==> src/scale_frame_weight_parser_assert.svh <==
// Assertion helpers used by the top RTL file of the scale frame parser.
// Each macro expects signals named clk and arst_n in the including scope.
`ifndef SCALE_FRAME_WEIGHT_PARSER_ASSERT_SVH
`define SCALE_FRAME_WEIGHT_PARSER_ASSERT_SVH

// Same-cycle implication, checked at every rising edge outside reset.
`define SFWP_ASSERT_NOW(lbl, ante, cons, msg) \
	lbl: assert property (@(posedge clk) disable iff (!arst_n) (ante) |-> (cons)) \
		else $error(msg);

// Next-cycle implication, checked at every rising edge outside reset.
`define SFWP_ASSERT_NEXT(lbl, ante, cons, msg) \
	lbl: assert property (@(posedge clk) disable iff (!arst_n) (ante) |=> (cons)) \
		else $error(msg);

`endif

==> src/sfwp_pkg.sv <==
`timescale 1ns / 1ps
`default_nettype none

package sfwp_pkg;

	// Reset values of the configuration registers.
	localparam logic [7:0] START_CODE_RST   = 8'h02;
	localparam logic [7:0] END_CODE_RST     = 8'h0D;
	localparam logic [3:0] FRAME_LENGTH_RST = 4'd11;

	// Configuration register indexes.
	localparam logic [1:0] CFG_START_CODE   = 2'd0;
	localparam logic [1:0] CFG_END_CODE     = 2'd1;
	localparam logic [1:0] CFG_FRAME_LENGTH = 2'd2;

	// Result status codes.
	localparam logic [1:0] STATUS_OK        = 2'd0;
	localparam logic [1:0] STATUS_LENGTH    = 2'd1;
	localparam logic [1:0] STATUS_SATURATED = 2'd2;

	// Character codes used by the number grammar.
	localparam logic [7:0] CHAR_PLUS  = 8'h2B;
	localparam logic [7:0] CHAR_MINUS = 8'h2D;
	localparam logic [7:0] CHAR_ZERO  = 8'h30;
	localparam logic [7:0] CHAR_NINE  = 8'h39;
	localparam logic [7:0] CHAR_SPACE = 8'h20;
	localparam logic [7:0] CHAR_TAB   = 8'h09;
	localparam logic [7:0] CHAR_CR    = 8'h0D;

	// Largest magnitude the parser holds; larger values saturate here.
	localparam logic [30:0] MAG_MAX = 31'h7FFF_FFFF;

	// Byte counter saturates at its all-ones value.
	localparam logic [3:0] COUNT_MAX = 4'hF;

	typedef enum logic [1:0] {
		PH_LEAD,
		PH_SIGN,
		PH_DIGITS,
		PH_DONE
	} phase_t;

	typedef struct packed {
		logic [7:0] start_code;
		logic [7:0] end_code;
		logic [3:0] frame_length;
	} cfg_t;

	typedef struct packed {
		logic               fire;
		logic signed [31:0] weight;
		logic [1:0]         status;
	} result_t;

endpackage

`default_nettype wire

==> src/sfwp_cfg_regs.sv <==
`timescale 1ns / 1ps
`default_nettype none

module sfwp_cfg_regs
	import sfwp_pkg::*;
(
	input  wire logic       clk,
	input  wire logic       arst_n,
	input  wire logic       cfg_we,
	input  wire logic [1:0] cfg_index,
	input  wire logic [7:0] cfg_data,
	output cfg_t            cfg
);

	logic [7:0] start_code_q;
	logic [7:0] end_code_q;
	logic [3:0] frame_length_q;

	// Register writes; an index beyond the list is dropped.
	always_ff @(posedge clk or negedge arst_n) begin
		if (!arst_n) begin
			start_code_q   <= START_CODE_RST;
			end_code_q     <= END_CODE_RST;
			frame_length_q <= FRAME_LENGTH_RST;
		end else if (cfg_we) begin
			unique case (cfg_index)
				CFG_START_CODE:   start_code_q   <= cfg_data;
				CFG_END_CODE:     end_code_q     <= cfg_data;
				CFG_FRAME_LENGTH: frame_length_q <= cfg_data[3:0];
				default: ;
			endcase
		end
	end

	assign cfg.start_code   = start_code_q;
	assign cfg.end_code     = end_code_q;
	assign cfg.frame_length = frame_length_q;

endmodule

`default_nettype wire

==> src/sfwp_parser.sv <==
`timescale 1ns / 1ps
`default_nettype none

module sfwp_parser
	import sfwp_pkg::*;
(
	input  wire logic       clk,
	input  wire logic       arst_n,
	input  wire logic       step,
	input  wire logic [7:0] rx_byte,
	input  wire cfg_t       cfg,
	output result_t         res
);

	phase_t      phase_q, phase_d;
	logic        in_frame_q, in_frame_d;
	logic [3:0]  count_q, count_d;
	logic        neg1_q, neg1_d;
	logic        neg2_q, neg2_d;
	logic [30:0] mag_q, mag_d;
	logic        ovf_q, ovf_d;

	logic        is_start;
	logic        is_end;
	logic        is_ws;
	logic        is_sign;
	logic        is_digit;
	logic        payload;
	logic        closing;
	logic        take_digit;
	logic [34:0] mag_x10;
	logic        mag_ovf;
	logic        len_bad;
	logic [31:0] mag_ext;

	// Byte classification.
	assign is_start = (rx_byte == cfg.start_code);
	assign is_end   = (rx_byte == cfg.end_code);
	assign is_ws    = (rx_byte == CHAR_SPACE) || ((rx_byte >= CHAR_TAB) && (rx_byte <= CHAR_CR));
	assign is_sign  = (rx_byte == CHAR_PLUS) || (rx_byte == CHAR_MINUS);
	assign is_digit = (rx_byte >= CHAR_ZERO) && (rx_byte <= CHAR_NINE);

	// The start code always wins; inside a frame the end code closes it.
	assign closing = in_frame_q && !is_start && is_end;
	assign payload = in_frame_q && !is_start && !is_end;

	// Multiply-by-ten add of the next digit, with a saturation check.
	assign mag_x10 = ({4'd0, mag_q} << 3) + ({4'd0, mag_q} << 1)
		+ {31'd0, rx_byte[3:0] - CHAR_ZERO[3:0]};
	assign mag_ovf = (mag_x10 > {4'd0, MAG_MAX});

	assign take_digit = payload && is_digit && (phase_q != PH_DONE);

	// Next parse phase.
	always_comb begin
		phase_d = phase_q;
		if (closing) begin
			phase_d = PH_LEAD;
		end else if (payload) begin
			unique case (phase_q)
				PH_LEAD: begin
					if (is_ws) begin
						phase_d = PH_LEAD;
					end else if (is_sign) begin
						phase_d = PH_SIGN;
					end else if (is_digit) begin
						phase_d = PH_DIGITS;
					end else begin
						phase_d = PH_DONE;
					end
				end
				PH_SIGN: begin
					if (is_ws) begin
						phase_d = PH_SIGN;
					end else if (is_sign || is_digit) begin
						phase_d = PH_DIGITS;
					end else begin
						phase_d = PH_DONE;
					end
				end
				PH_DIGITS: begin
					phase_d = is_digit ? PH_DIGITS : PH_DONE;
				end
				default: phase_d = PH_DONE;
			endcase
		end
	end

	// Frame flags, byte count, signs and magnitude.
	always_comb begin
		in_frame_d = in_frame_q;
		count_d    = count_q;
		neg1_d     = neg1_q;
		neg2_d     = neg2_q;
		mag_d      = mag_q;
		ovf_d      = ovf_q;
		if (is_start) begin
			in_frame_d = 1'b1;
		end else if (closing) begin
			in_frame_d = 1'b0;
			count_d    = '0;
			neg1_d     = 1'b0;
			neg2_d     = 1'b0;
			mag_d      = '0;
			ovf_d      = 1'b0;
		end else if (payload) begin
			if (count_q != COUNT_MAX) begin
				count_d = count_q + 4'd1;
			end
			if (is_sign && (phase_q == PH_LEAD)) begin
				neg1_d = (rx_byte == CHAR_MINUS);
			end
			if (is_sign && (phase_q == PH_SIGN)) begin
				neg2_d = (rx_byte == CHAR_MINUS);
			end
			if (take_digit && !ovf_q) begin
				if (mag_ovf) begin
					mag_d = MAG_MAX;
					ovf_d = 1'b1;
				end else begin
					mag_d = mag_x10[30:0];
				end
			end
		end
	end

	always_ff @(posedge clk or negedge arst_n) begin
		if (!arst_n) begin
			phase_q    <= PH_LEAD;
			in_frame_q <= 1'b0;
			count_q    <= '0;
			neg1_q     <= 1'b0;
			neg2_q     <= 1'b0;
			mag_q      <= '0;
			ovf_q      <= 1'b0;
		end else if (step) begin
			phase_q    <= phase_d;
			in_frame_q <= in_frame_d;
			count_q    <= count_d;
			neg1_q     <= neg1_d;
			neg2_q     <= neg2_d;
			mag_q      <= mag_d;
			ovf_q      <= ovf_d;
		end
	end

	// Result for a closing byte, taken by the caller when fire is high.
	assign len_bad = (count_q != cfg.frame_length);
	assign mag_ext = {1'b0, mag_q};

	always_comb begin
		res.fire = closing;
		if (len_bad) begin
			res.weight = '0;
			res.status = STATUS_LENGTH;
		end else begin
			res.weight = (neg1_q ^ neg2_q) ? -$signed(mag_ext) : $signed(mag_ext);
			res.status = ovf_q ? STATUS_SATURATED : STATUS_OK;
		end
	end

endmodule

`default_nettype wire

==> src/scale_frame_weight_parser.sv <==
`timescale 1ns / 1ps
`default_nettype none
`include "scale_frame_weight_parser_assert.svh"

// Serial scale frame parser. Each input transaction carries one received byte;
// bytes between the start code and the end code are counted and read as a
// signed decimal number (leading whitespace, up to two signs, then digits). The
// end code yields one output transaction with the weight and a status: ok,
// wrong length (weight zero) or saturated at +/-2147483647. One byte is taken
// every cycle while input is not held back: the byte passes an input register,
// and the per-byte update, a compare plus a multiply-by-ten add on the 31-bit
// magnitude, is combinational. A result is loaded into the output register as
// its end code leaves the input register. Input is held back only while a
// closing byte waits for an output register stalled with a pending result.
module scale_frame_weight_parser
	import sfwp_pkg::*;
(
	input  wire logic        clk,
	input  wire logic        arst_n,
	input  wire logic        cfg_we,
	input  wire logic [1:0]  cfg_index,
	input  wire logic [7:0]  cfg_data,
	input  wire logic        in_valid,
	output logic             in_stall,
	input  wire logic [7:0]  rx_byte,
	output logic             out_valid,
	input  wire logic        out_stall,
	output logic signed [31:0] weight,
	output logic [1:0]       status
);

	cfg_t    cfg;
	result_t res;

	logic              valid_s1;
	logic [7:0]        rx_byte_s1;
	logic              out_valid_q;
	logic signed [31:0] weight_q;
	logic [1:0]        status_q;

	logic out_free;
	logic advance;
	logic step;
	logic accept_in;

	sfwp_cfg_regs u_cfg (
		.clk       (clk),
		.arst_n    (arst_n),
		.cfg_we    (cfg_we),
		.cfg_index (cfg_index),
		.cfg_data  (cfg_data),
		.cfg       (cfg)
	);

	sfwp_parser u_parser (
		.clk     (clk),
		.arst_n  (arst_n),
		.step    (step),
		.rx_byte (rx_byte_s1),
		.cfg     (cfg),
		.res     (res)
	);

	// Flow control: a registered byte moves on unless it closes a frame and
	// the output register is still held.
	assign out_free  = !out_valid_q || !out_stall;
	assign advance   = !res.fire || out_free;
	assign step      = valid_s1 && advance;
	assign in_stall  = valid_s1 && !advance;
	assign accept_in = in_valid && !in_stall;

	// Input register.
	always_ff @(posedge clk or negedge arst_n) begin
		if (!arst_n) begin
			valid_s1 <= 1'b0;
		end else if (!in_stall) begin
			valid_s1 <= in_valid;
		end
	end

	always_ff @(posedge clk) begin
		if (accept_in) begin
			rx_byte_s1 <= rx_byte;
		end
	end

	// Output register.
	always_ff @(posedge clk or negedge arst_n) begin
		if (!arst_n) begin
			out_valid_q <= 1'b0;
		end else if (step && res.fire) begin
			out_valid_q <= 1'b1;
		end else if (!out_stall) begin
			out_valid_q <= 1'b0;
		end
	end

	always_ff @(posedge clk) begin
		if (step && res.fire) begin
			weight_q <= res.weight;
			status_q <= res.status;
		end
	end

	assign out_valid = out_valid_q;
	assign weight    = weight_q;
	assign status    = status_q;

	// Checks on the result register and on the held input byte.
	`SFWP_ASSERT_NOW(a_status_code, out_valid_q, status_q != 2'd3,
		"status code out of range")
	`SFWP_ASSERT_NOW(a_len_zero, out_valid_q && (status_q == STATUS_LENGTH),
		weight_q == 32'sd0, "wrong-length result with non-zero weight")
	`SFWP_ASSERT_NOW(a_sat_value, out_valid_q && (status_q == STATUS_SATURATED),
		(weight_q == 32'sh7FFF_FFFF) || (weight_q == -32'sh7FFF_FFFF),
		"saturated result not at limit")
	`SFWP_ASSERT_NEXT(a_hold_s1, valid_s1 && in_stall,
		valid_s1 && $stable(rx_byte_s1), "held input byte lost or changed")

endmodule

`default_nettype wire

==> config.mk <==
export PLATFORM = sky130hd
export DESIGN_NAME = scale_frame_weight_parser
export DESIGN_NICKNAME = d
export VERILOG_FILES = /design/src/sfwp_pkg.sv /design/src/sfwp_cfg_regs.sv /design/src/sfwp_parser.sv /design/src/scale_frame_weight_parser.sv
export VERILOG_INCLUDE_DIRS = /design/src /design/src/src
export SDC_FILE = /design/constraint.sdc
export NUM_CORES = 1
export LEC_CHECK = 0
export ABC_AREA = 1
export BUFFER_PORTS_ARGS = -buffer_cell sky130_fd_sc_hd__buf_2
export CORE_MARGIN = 10
export CORE_UTILIZATION = 25
export CTS_CLUSTER_DIAMETER = 30
export DETAILED_ROUTE_END_ITERATION = 6
export GPL_ROUTABILITY_DRIVEN = 0
export SLEW_MARGIN = 40
export SYNTH_ARGS = -nofsm -noshare
export SYNTH_HDL_FRONTEND = slang
export SYNTH_SLANG_ARGS = --single-unit
==> constraint.sdc <==
create_clock -name clk -period 3.5 [get_ports clk]
set_input_delay 0.175 -clock clk [delete_from_list [all_inputs] [get_ports clk]]
set_output_delay 0.175 -clock clk [all_outputs]
set_load 0.01 [all_outputs]
# Word level (Yosys, flattened, before mapping)
# Index checks and enable logic that the tools add are counted.
[word_totals] reg_bits=105 elab_cells=119 input_bits=23
[op_classes] eq_ne=13 add_sub_neg=4 muxes=31 bitwise_logic=3 magnitude_cmp=5 reduce_logical=47
[ops] cell="$mux W31" count=5
[ops] cell="$add A34 B32 Y35" count=1
[ops] cell="$add A35 B4 Y35" count=1
[ops] cell="$gt A35 B31 Y1 const B" count=1
[ops] cell="$neg A31 Y32" count=1
[ops] cell="$eq A8 B6 Y1 const B" count=3
[ops] cell="$eq A8 B8 Y1" count=2
[ops] cell="$mux W1" count=16
[ops] cell="$reduce_and A4 Y1" count=4
[ops] cell="$logic_and A1 B1 Y1" count=14
[ops] cell="$reduce_bool A2 Y1" count=7
[ops] cell="$mux W2" count=6
[ops] cell="$mux W4" count=3
[ops] cell="$reduce_and A2 Y1" count=5
[ops] cell="$ge A8 B4 Y1 const B" count=1
[ops] cell="$ge A8 B6 Y1 const B" count=1
[ops] cell="$le A8 B4 Y1 const B" count=1
[ops] cell="$le A8 B6 Y1 const B" count=1
[ops] cell="$logic_not A1 Y1" count=8
[ops] cell="$pmux W2 S3" count=1
[ops] cell="$logic_or A1 B1 Y1" count=5
[ops] cell="$reduce_and A5 Y1" count=1
[ops] cell="$add A4 B1 Y4 const B" count=1
[ops] cell="$eq A2 B1 Y1 const B" count=2
[ops] cell="9 further kinds" count=12

# Depth between registers and ports, before layout
# Gate-level depths: netlist of the first run.
[depth] depth_word=10 mapped_depth=20

# Cells and area by module
# Synthesis of the first run repeated with hierarchy kept, for this count alone.
[hier_totals] hier_cells=1082 area_unflattened_um2=7993.9
[modules_own_cells] module="sfwp_parser" area_per_inst_um2=5756.8 cells_per_inst=936 n_inst=1 seq_area_each_um2=1026.0
[modules_own_cells] module="scale_frame_weight_parser" area_per_inst_um2=1367.6 cells_per_inst=56 n_inst=1 seq_area_each_um2=1311.3
[modules_own_cells] module="sfwp_cfg_regs" area_per_inst_um2=869.6 cells_per_inst=90 n_inst=1 seq_area_each_um2=509.2

# Worst setup path before layout of the first run
# OpenSTA, ideal clock, no wires.
[synth_timing] path_kind="flip-flop to flip-flop" startpoint="register rx_byte_s1[3]" endpoint="register u_parser.mag_q[1]" path_buffers=2 setup_ns=0.116 arrival_ns=2.562 stages_incl_launch_ff=18 period_less_slack_ns=2.679 setup_slack_ns=0.821 cell_sequence="edfxtp_1 > buf_2 > inv_1 > fa_1 > fa_1 > inv_1 > nand2_1 > nand3_2 > nand2_1 > nand2_2 > nand2_2 > nand3_1 > nand2_1 > nor2_4 > buf_6 > nand3b_1 > nand2_1 > nand2_1"
[synth_via] elab_chain_cells=9 elab_cells_between_ends=26 classes_between="add/sub: 1; order compare: 3; eq/ne: 2; mux: 4; bitwise: 1; reduce/logical: 15"
[synth_rtl] item="from (decl)" line="scale_frame_weight_parser.sv:36" source="logic [7:0] rx_byte_s1;"
[synth_rtl] item="from (signal assigned)" line="scale_frame_weight_parser.sv:83" source="rx_byte_s1 <= rx_byte;"
[synth_rtl] item="parallel branches: the longest is 9 deep, another holds $add A35 B4 Y35"
[synth_rtl] item="to (signal assigned)" line="sfwp_parser.sv:142" source="mag_q <= mag_d;"
[synth_rtl] item="to (decl)" line="sfwp_parser.sv:20" source="logic [30:0] mag_q, mag_d;"
# Parallel ways; which one is timed is not known. The select of a mux whose other input is x is not followed.
# A chain may end at the register's enable or synchronous reset.

# Worst setup path after layout of the first run
[layout_timing] startpoint="register rx_byte_s1[3]" endpoint="register u_parser.ovf_q"
[layout_via] elab_chain_cells=9 elab_cells_between_ends=24 classes_between="add/sub: 1; order compare: 3; eq/ne: 2; mux: 1; bitwise: 1; reduce/logical: 16"
[layout_rtl] item="parallel branches: the longest is 9 deep, another holds $add A35 B4 Y35"
[layout_rtl] item="to (signal assigned)" line="sfwp_parser.sv:143" source="ovf_q <= ovf_d;"
[layout_rtl] item="to (decl)" line="sfwp_parser.sv:21" source="logic ovf_q, ovf_d;"
# Parallel ways; which one is timed is not known.

==> flow_summary.ini, run 1 <==
[finish]
seq_area_um2 = 2850
antenna_cells = 0
synthToLayoutAreaGrowth_pct = 14.1
final_nets = 1207
utilization = 0.290
fillers = 3363
drive_gt1_frac = 0.120
multi_input_area_um2 = 4330

[floorplan]
start_util = 0.254
die_h_um = 197
die_w_um = 197
die_area_um2 = 38800
io_pins = 59
core_um2 = 30700
std_cell_rows = 64

[synth]
syn_area_um2 = 7820
synthArstFlopShare = 0.600
yosysTopAreaCell = dfrtp_1
yosysSeqAreaShare = 0.364
muxShareOfSynthArea = 0
yosys_warnings = 0
synth-compound-area-share = 0.0872
synthSimpleGateAreaFrac = 0.314
ys_top_cells_by_count = nand2_1, inv_1, nor2_1
synth_edf_count = 42
avgSynthCellArea_um2 = 7.43
syn_nets = 1141
synth_top_family_by_area = simple AND/OR/NAND/NOR gates
synth_cells = 1053
synth_xor_xnor_area_share = 0.0469
yosys.area_share.adder = 0.106
ys.flop_type = dfrtp_1
synth.top_cell.area_share = 0.179
ys_ff_latch = 105
synth_most_common_cell = nand2_1
synth.area.top_cells = dfrtp_1, nand2_1, edfxtp_1
synth_cell_type_count = 47

[drt]
vias = 6873
postRouteAntennaNets = 0
finalWirelength_mm = 20.0
drt_iter0_drc = 370
wl_per_cell_um = 13.1
viasPerCell = 4.52
drtPass1Iterations = 5
drc_errors = 0

[timing]
fmax_mhz = 325
finalHoldViolations = 0
maxSlewHeadroom = 0.522
fin_worst_skew_ns = 0.0184
finalCriticalPeriod_ns = 3.08
setup_viol = 0
finalSetupTns_ns = 0
worst_pin_slew_ns = 0.710
rsz0062_at_grt = false
slew_violations = 0
post-route-period-util = 0.880

[global_route]
antenna_found_initial = 0
gr-usage-met3 = 0.0218
grt_usage = 0.103
met1_usage = 0.135
met2_usage = 0.167
grt_max_degree = 33
grt.busiest_layer = met2
grt_overflow = 0
grt_pass1_wl_mm = 32.9
grt_pass1_vias = 6511

[worst_hold_path]
hold_class = primary input to flip-flop

[cts]
clkSinkCount = 105
cts_tree = yes
htreeDepth = 3
clock_latency_ns = 0.37
clockBufferDepth = 2
cts_made_buffers = 9
clk_transition_reported_paths_ns = 0.08
post-cts-setup-buffers = 0
clockRootBuffer = clkbuf_16

[worst_setup_path]
max_stage_delay_ns = 0.54
crit_start = rx_byte_s1[3]
critPathSlowestCell = fa_1
cp_num_cells = 17
endpoint_kind = flip-flop
path_delay_family = adder cells
worst-path-max-fanout = 10
path_common_cell = nand2_1
rr_worst_depth = 17
worstReg2RegEnd = u_parser.ovf_q
crit_required_ns = 3.79
rrSetupSlack_ns = 0.42
worstPathArrival_ns = 3.37
timing.rr.start = rx_byte_s1[3]
path_buf_inv = 3
endpoint = u_parser.ovf_q
crit_type = flip-flop to flip-flop
startpoint_type = flip-flop
cp_cell_sequence = inv_1, fa_1, fa_1, inv_1, nand3_1, nand3_1, nand3_1, nand2_1, nand2_1, nand2_1, nand3_1, nand2_1, nor2_4, buf_4, nand2_1, nand2_1, a21oi_1

[power]
pwr-share-seq = 0.460
p_sw_frac = 0.332
p_leak_nw = 4.82
power_frac_comb = 0.217
power_density_nw_per_um2 = 360
switching_power_mw = 1.07
p_int_mw = 2.14
power.clock.fraction = 0.323
ir_drop_uv = 234

[placement]
portBuffers = 58
dp_hpwl_mm = 15.5

[job]
maxCapViolations = 0

[status]
status = finished, final reports clean
[worst min path at each step]
stage / depth (start not counted) / slack (ns) / startpoint / to
6_report: 3 / 0.07 / cfg_data[5] / u_cfg.start_code_q[5]
5_1_grt: 3 / 0.08 / cfg_data[5] / u_cfg.start_code_q[5]
4_1_cts: 3 / 0.06 / cfg_data[5] / u_cfg.start_code_q[5]
3_5_place_dp: 1 / 0.31 / arst_n / u_parser.mag_q[20]
3_3_place_gp: 1 / 0.30 / arst_n / u_parser.mag_q[21]
2_1_floorplan: 0 / -0.12 / arst_n / out_valid
[cells in the final DEF (no fill, tap or decap), types with 6 or more instances in the layout]
cell and n:
nand2_1 342, inv_1 119, nor2_1 85, nand3_1 66, ha_1 63, buf_2 57, a21oi_1 56, dfrtp_1 56
o21ai_0 46, edfxtp_1 42, xnor2_1 22, xor2_1 18, nor3_1 17, nand2_2 14, buf_4 10, clkbuf_16 9
dlygate4sd3_1 9, nand3b_1 8, dfstp_2 7, inv_2 6, nor4_1 6
[power by group through the flow]
stage	registers [mW]	clock network, mW	logic, mW
6_report	1.48	1.04	0.695
5_1_grt	1.49	1.11	0.796
4_1_cts	1.48	1.07	0.706
3_5_place_dp	1.50	0	0.694
3_3_place_gp	1.50	0	0.681
2_1_floorplan	1.47	0	0.507
[worst min-delay path, stage by stage]
cell	delay [ns]
buf_2	0.10
inv_1	0.05
o21ai_0	0.08
[registers in the layout, indices dropped and copies added, names as in the netlist]
name                  flops
valid_s1                  1
out_valid                 1
status                    2
weight                   32
rx_byte_s1                8
u_cfg.start_code_q        8
u_parser.in_frame_q       1
u_cfg.end_code_q          8
u_parser.mag_q           31
u_parser.phase_q          2
u_parser.neg2_q           1
u_parser.count_q          4
u_parser.neg1_q           1
u_cfg.frame_length_q      4
u_parser.ovf_q            1
[metal layers]
metal / routed length (µm) / vias up
li1: - / 3555
met1: 9650 / 3185
met2: 9300 / 108
met3: 783 / 25
met4: 251 / 0
met5: 0 / -
[area by class of cell]
class,instances,area share
clock buffer,9,0.0252
multi-input combinational,800,0.486
sequential,105,0.319
clock inverter,7,0.00869
tap,396,0.0555
inverter,126,0.0530
timing repair buffer,77,0.0527
[cells by family after synthesis]
family | after synthesis
buffers and inverters | 148
AOI/OAI and AO/OA | 124
xor gates and xnor gates | 41
and+or+nand+nor | 570
DFF | 105
adders and majority gates | 65
[timing repair]
action | in CTS | in global routing
gates resized for setup | 0 | 0
hold buffers | 9 | 0
hold endpoints to repair | 39 | 0
[per-stage QoR]
stage               power [mW]  hold WS, ns  instance area, µm²  std cells  setup slack [ns]
floorplan                 1.98       -0.121                7820       1053             0.821
global placement          2.18        0.305                8530       1495             0.512
detailed placement        2.20        0.306                8530       1495             0.442
CTS                       3.25       0.0626                8920       1520             0.401
global route              3.40       0.0797                8920       1520            0.0801
finish                    3.21       0.0683                8920       1520             0.420
No activity file was read; power rests on OpenSTA's default activity.
==> run 2: changes to the inputs <==
ABC_AREA = 0   (was 1)
==> flow_summary.ini, run 2 <==
[timing]
worst_pin_slew_ns = 0.637
hold_ws_ns = 0.0302
fin_worst_skew_ns = 0.00910
post-route-period-util = 0.954
finalCriticalPeriod_ns = 3.34
setup_viol = 0
finalHoldViolations = 0
fmax_mhz = 299
slew_violations = 0
maxSlewHeadroom = 0.565

[power]
ir_drop_uv = 269
power_density_nw_per_um2 = 577
p_leak_nw = 3.78

[synth]
synth-compound-area-share = 0.180
ys.flop_type = dfrtp_1
synthSimpleGateAreaFrac = 0.138
synth_cell_type_count = 60
muxShareOfSynthArea = 0.0360
synth_top_family_by_area = compound AO/OA/AOI/OAI gates
synth_most_common_cell = nor2_1
synth_cells = 740
ys_top_cells_by_count = nor2_1, ha_1, a21oi_1, dfrtp_1, nand2_1
synthArstFlopShare = 0.600
yosys.area_share.adder = 0.116
yosysSeqAreaShare = 0.398
ys_ff_latch = 105
syn_area_um2 = 7160
syn_nets = 828
synth_xor_xnor_area_share = 0.100
synth.area.top_cells = dfrtp_1, edfxtp_1, ha_1
yosysTopAreaCell = dfrtp_1
avgSynthCellArea_um2 = 9.68
synth_edf_count = 42
synth.top_cell.area_share = 0.196
yosys_warnings = 0

[floorplan]
die_area_um2 = 35800
std_cell_rows = 61
die_h_um = 189
start_util = 0.256
core_um2 = 28000
io_pins = 59
die_w_um = 189

[cts]
clockBufferDepth = 2
cts_made_buffers = 9
clockRootBuffer = clkbuf_16
clkSinkCount = 105
htreeDepth = 3
cts_tree = yes
clk_transition_reported_paths_ns = 0.08
clock_latency_ns = 0.36

[drt]
postRouteAntennaNets = 0
viasPerCell = 4.78
wl_per_cell_um = 14.5
vias = 5800
finalWirelength_mm = 17.7
drtPass1Iterations = 5
drc_errors = 0
drt_iter0_drc = 310

[worst_setup_path]
startpoint_type = flip-flop
endpoint_kind = flip-flop
worst-path-max-fanout = 12
worstPathArrival_ns = 3.59
rr_worst_depth = 13
critPathSlowestCell = dfrtp_2
crit_type = flip-flop to flip-flop
cp_cell_sequence = ha_1, ha_1, a21oi_1, o21ai_0, a221oi_2, o32ai_2, nor3_2, o21ai_1, xnor2_1, buf_4, buf_4, a31oi_1, a21o_1
crit_required_ns = 3.75
max_stage_delay_ns = 0.47

[status]
status = finished, final reports clean

[finish]
layout_common_cells = nor2_1, ha_1, buf_2
final_cell_area_um2 = 8620
drive_gt1_frac = 0.216
largest_register_ffs = 32
utilization = 0.308
final_common_cell = nor2_1
synthToLayoutAreaGrowth_pct = 20.3
final_nets = 918

[global_route]
grt_max_degree = 39
grt_pass1_wl_mm = 29.5
grt_pass1_vias = 5635
antenna_found_initial = 1
grt_usage = 0.0996
grt_overflow = 0

[worst_hold_path]
hold_class = primary input to flip-flop
hold_depth = 2

[job]
maxCapViolations = 0

[placement]
dp_hpwl_mm = 13.7
portBuffers = 58
placed_area_um2 = 8120
[run 2: cell type report]
| class | count | area [µm²] |
|---|---|---|
| Multi-Input combinational cell | 574 | 4160 |
| Timing Repair Buffer | 113 | 736 |
| Inverter | 27 | 101 |
| Fill cell | 2920 | 19400 |
| Clock inverter | 5 | 46.3 |
| Tap cell | 378 | 473 |
| Clock buffer | 11 | 254 |
| Antenna cell | 1 | 2.50 |
| Sequential cell | 105 | 2850 |
[run 2: worst max-delay path: cells and delay by family (launching register included)]
family / cells / cell delay, ns
and+or+nand+nor: 1 / 0.26
DFF: 1 / 0.47
xor gates and xnor gates: 1 / 0.23
buffers and inverters: 2 / 0.36
adders and majority gates: 2 / 0.69
AOI/OAI and AO/OA: 7 / 1.20
[run 2: where the power goes]
group | internal [mW] | switching [mW] | total [mW] | leakage [nW]
combinational | 0.990 | 1.31 | 2.30 | 2.48
sequential | 1.46 | 0.190 | 1.65 | 1.16
clock | 0.538 | 0.485 | 1.02 | 0.147
[run 2: kinds of logic after synthesis]
kind of cell,after synthesis
AO/OA/AOI/OAI,204
XOR/XNOR,82
adder cells (fa/ha/maj),65
buffers and inverters,61
flip-flops,105
multiplexers,23
AND/OR/NAND/NOR,200
[run 2: stage by stage]
step	setup WS (ns)	std cells	setup TNS [ns]	total power, mW
6_report	0.161	1214	0	4.97
4_1_cts	0.00187	1210	0	4.92
3_3_place_gp	0.0223	1185	0	3.87
5_1_grt	-0.00172	1214	-0.00172	5.37
3_5_place_dp	-0.0146	1185	-0.0146	3.87
2_1_floorplan	0.0684	740	0	3.16
[run 2: repair_timing]
action,in CTS,in global routing
setup endpoints to repair,10,32
gates resized for setup,1,19
hold buffers,9,0
pin swaps,0,3
setup buffers,0,3
hold endpoints to repair,40,0
[run 2: worst paths after layout]
check	to	slack (ns)	start
worst min register to register	u_parser.in_frame_q	0.52	u_parser.in_frame_q
worst max-delay path	u_parser.mag_q[16]	0.16	u_parser.mag_q[9]
max in group asynchronous	u_cfg.end_code_q[3]	2.35	arst_n
worst min-delay path	valid_s1	0.03	in_valid
min in group asynchronous	u_parser.mag_q[27]	0.31	arst_n
worst max register to register	u_parser.mag_q[16]	0.16	u_parser.mag_q[9]
[run 2: per-layer routing]
metal	wire (µm)	GRT usage
met5	0	0
met4	284	0.0333
met3	867	0.0208
met2	8070	0.155
met1	8440	0.134
==> run 3: changes to the inputs <==
PLACE_DENSITY = 0.45   (was not set)
==> flow_summary.ini, run 3 (synthesized netlist as in run 2, its figures left out) <==
[placement]
dp_hpwl_mm = 15.5
place_inst = 1203
portBuffers = 58

[finish]
final_nets = 933
utilization = 0.311
synthToLayoutAreaGrowth_pct = 21.6
layout_common_cells = nor2_1, ha_1, buf_4
drive_gt1_frac = 0.228
stdcell_count = 1228
antenna_cells = 0
final_common_cell = nor2_1
largest_register_ffs = 32

[drt]
wl_per_cell_um = 15.9
finalWirelength_mm = 19.5
drtPass1Iterations = 5
drc_errors = 0
vias = 5797
postRouteAntennaNets = 0
viasPerCell = 4.72
drt_iter0_drc = 362

[worst_setup_path]
crit_type = flip-flop to flip-flop
crit_start = u_parser.mag_q[9]
startpoint_type = flip-flop
timing.rr.start = u_parser.mag_q[9]
rrSetupSlack_ns = 0.20
worstPathArrival_ns = 3.56
endpoint_kind = flip-flop
endpoint = u_parser.mag_q[28]
rr_worst_depth = 12
crit_required_ns = 3.76
worstReg2RegEnd = u_parser.mag_q[28]
worst-path-max-fanout = 7

[power]
power.total_mw = 4.97
ir_drop_uv = 258
p_leak_nw = 3.85
power_density_nw_per_um2 = 570

[floorplan]
die_area_um2 = 35800
start_util = 0.256
io_pins = 59
die_w_um = 189
core_um2 = 28000
die_h_um = 189
std_cell_rows = 61

[timing]
maxSlewHeadroom = 0.496
worst_pin_slew_ns = 0.737
fin_worst_skew_ns = 0.0155
post-route-period-util = 0.942
hold_ws_ns = 0.0426
finalHoldViolations = 0
slew_violations = 0
fmax_mhz = 303
finalCriticalPeriod_ns = 3.30
setup_viol = 0

[cts]
htreeDepth = 3
clockRootBuffer = clkbuf_16
clockBufferDepth = 2
cts_made_buffers = 9
clkSinkCount = 105
clk_transition_reported_paths_ns = 0.07
clock_latency_ns = 0.36
cts_tree = yes

[global_route]
grt_usage = 0.109
antenna_found_initial = 0
grt_pass1_wl_mm = 32.0
grt_overflow = 0
grt_pass1_vias = 5781
grt_max_degree = 38

[worst_hold_path]
hold_class = primary input to flip-flop

[job]
maxCapViolations = 0

[status]
status = finished, final reports clean
## run 3: cell count changes in the layout (fill, tap and decap cells not counted), moves of 2 or more
cell / change
buf_4: +14
buf_6: +2
dfrtp_1: +2
dfrtp_2: -2
o21ai_0: +2
o21ai_1: -2
## run 3: critical path, stage by stage, from the launching register on
cell and delay, ns:
dfrtp_1 0.39, buf_4 0.17, ha_1 0.27, ha_1 0.35, nand2_1 0.10, o21a_1 0.22, o21ai_0 0.31, a21oi_4 0.05
o311a_1 0.38, mux2i_2 0.17, o211a_4 0.32, and2_2 0.26, a32oi_1 0.20
## run 3: layout make-up
cell class / instances / area, µm²
flip-flops and latches: 105 / 2850
clock buffers: 10 / 229
clock inverters: 6 / 50.0
well taps: 378 / 473
multi-input cells: 574 / 4160
inverters: 27 / 101
repair buffers: 128 / 848
fillers: 2956 / 19300
## run 3: per-layer routing
layer	GRT usage	vias up	part of all wire
li1	-	2910	-
met1	0.158	2782	0.51
met2	0.163	95	0.44
met3	0.0186	10	0.041
met4	0.0299	0	0.011
met5	0	-	0
## run 3: report_power, final
group	internal, mW	switching (mW)	total (mW)
clock network	0.493	0.482	0.975
registers	1.46	0.182	1.64
logic	1.01	1.34	2.35
total	2.96	2.01	4.97
## run 3: worst min-delay path by stage
stage | from | end | slack [ns] | cells past startpoint
after detailed placement | arst_n | u_parser.mag_q[26] | 0.30 | 1
after CTS | rx_byte[1] | rx_byte_s1[1] | 0.0001 | 1
final | in_valid | valid_s1 | 0.04 | 2
after floorplan | arst_n | out_valid | -0.12 | 0
after global placement | arst_n | u_parser.mag_q[26] | 0.31 | 1
after global routing | in_valid | valid_s1 | 0.03 | 2
## run 3: metrics by stage
| stage | area (µm²) | TNS, ns | setup slack [ns] |
|---|---|---|---|
| CTS | 8620 | 0 | 0.0551 |
| floorplan | 7160 | 0 | 0.0684 |
| finish | 8710 | 0 | 0.204 |
| global placement | 8250 | 0 | 0.0799 |
| global route | 8710 | -0.000449 | -0.000449 |
| detailed placement | 8250 | 0 | 0.0193 |
## run 3: timing repair
item,in CTS,in global routing
gates resized for setup,1,18
pin swaps,0,3
hold buffers,8,1
endpoints found under the setup margin,1,32
endpoints found under the hold margin,39,1
setup buffers,0,0
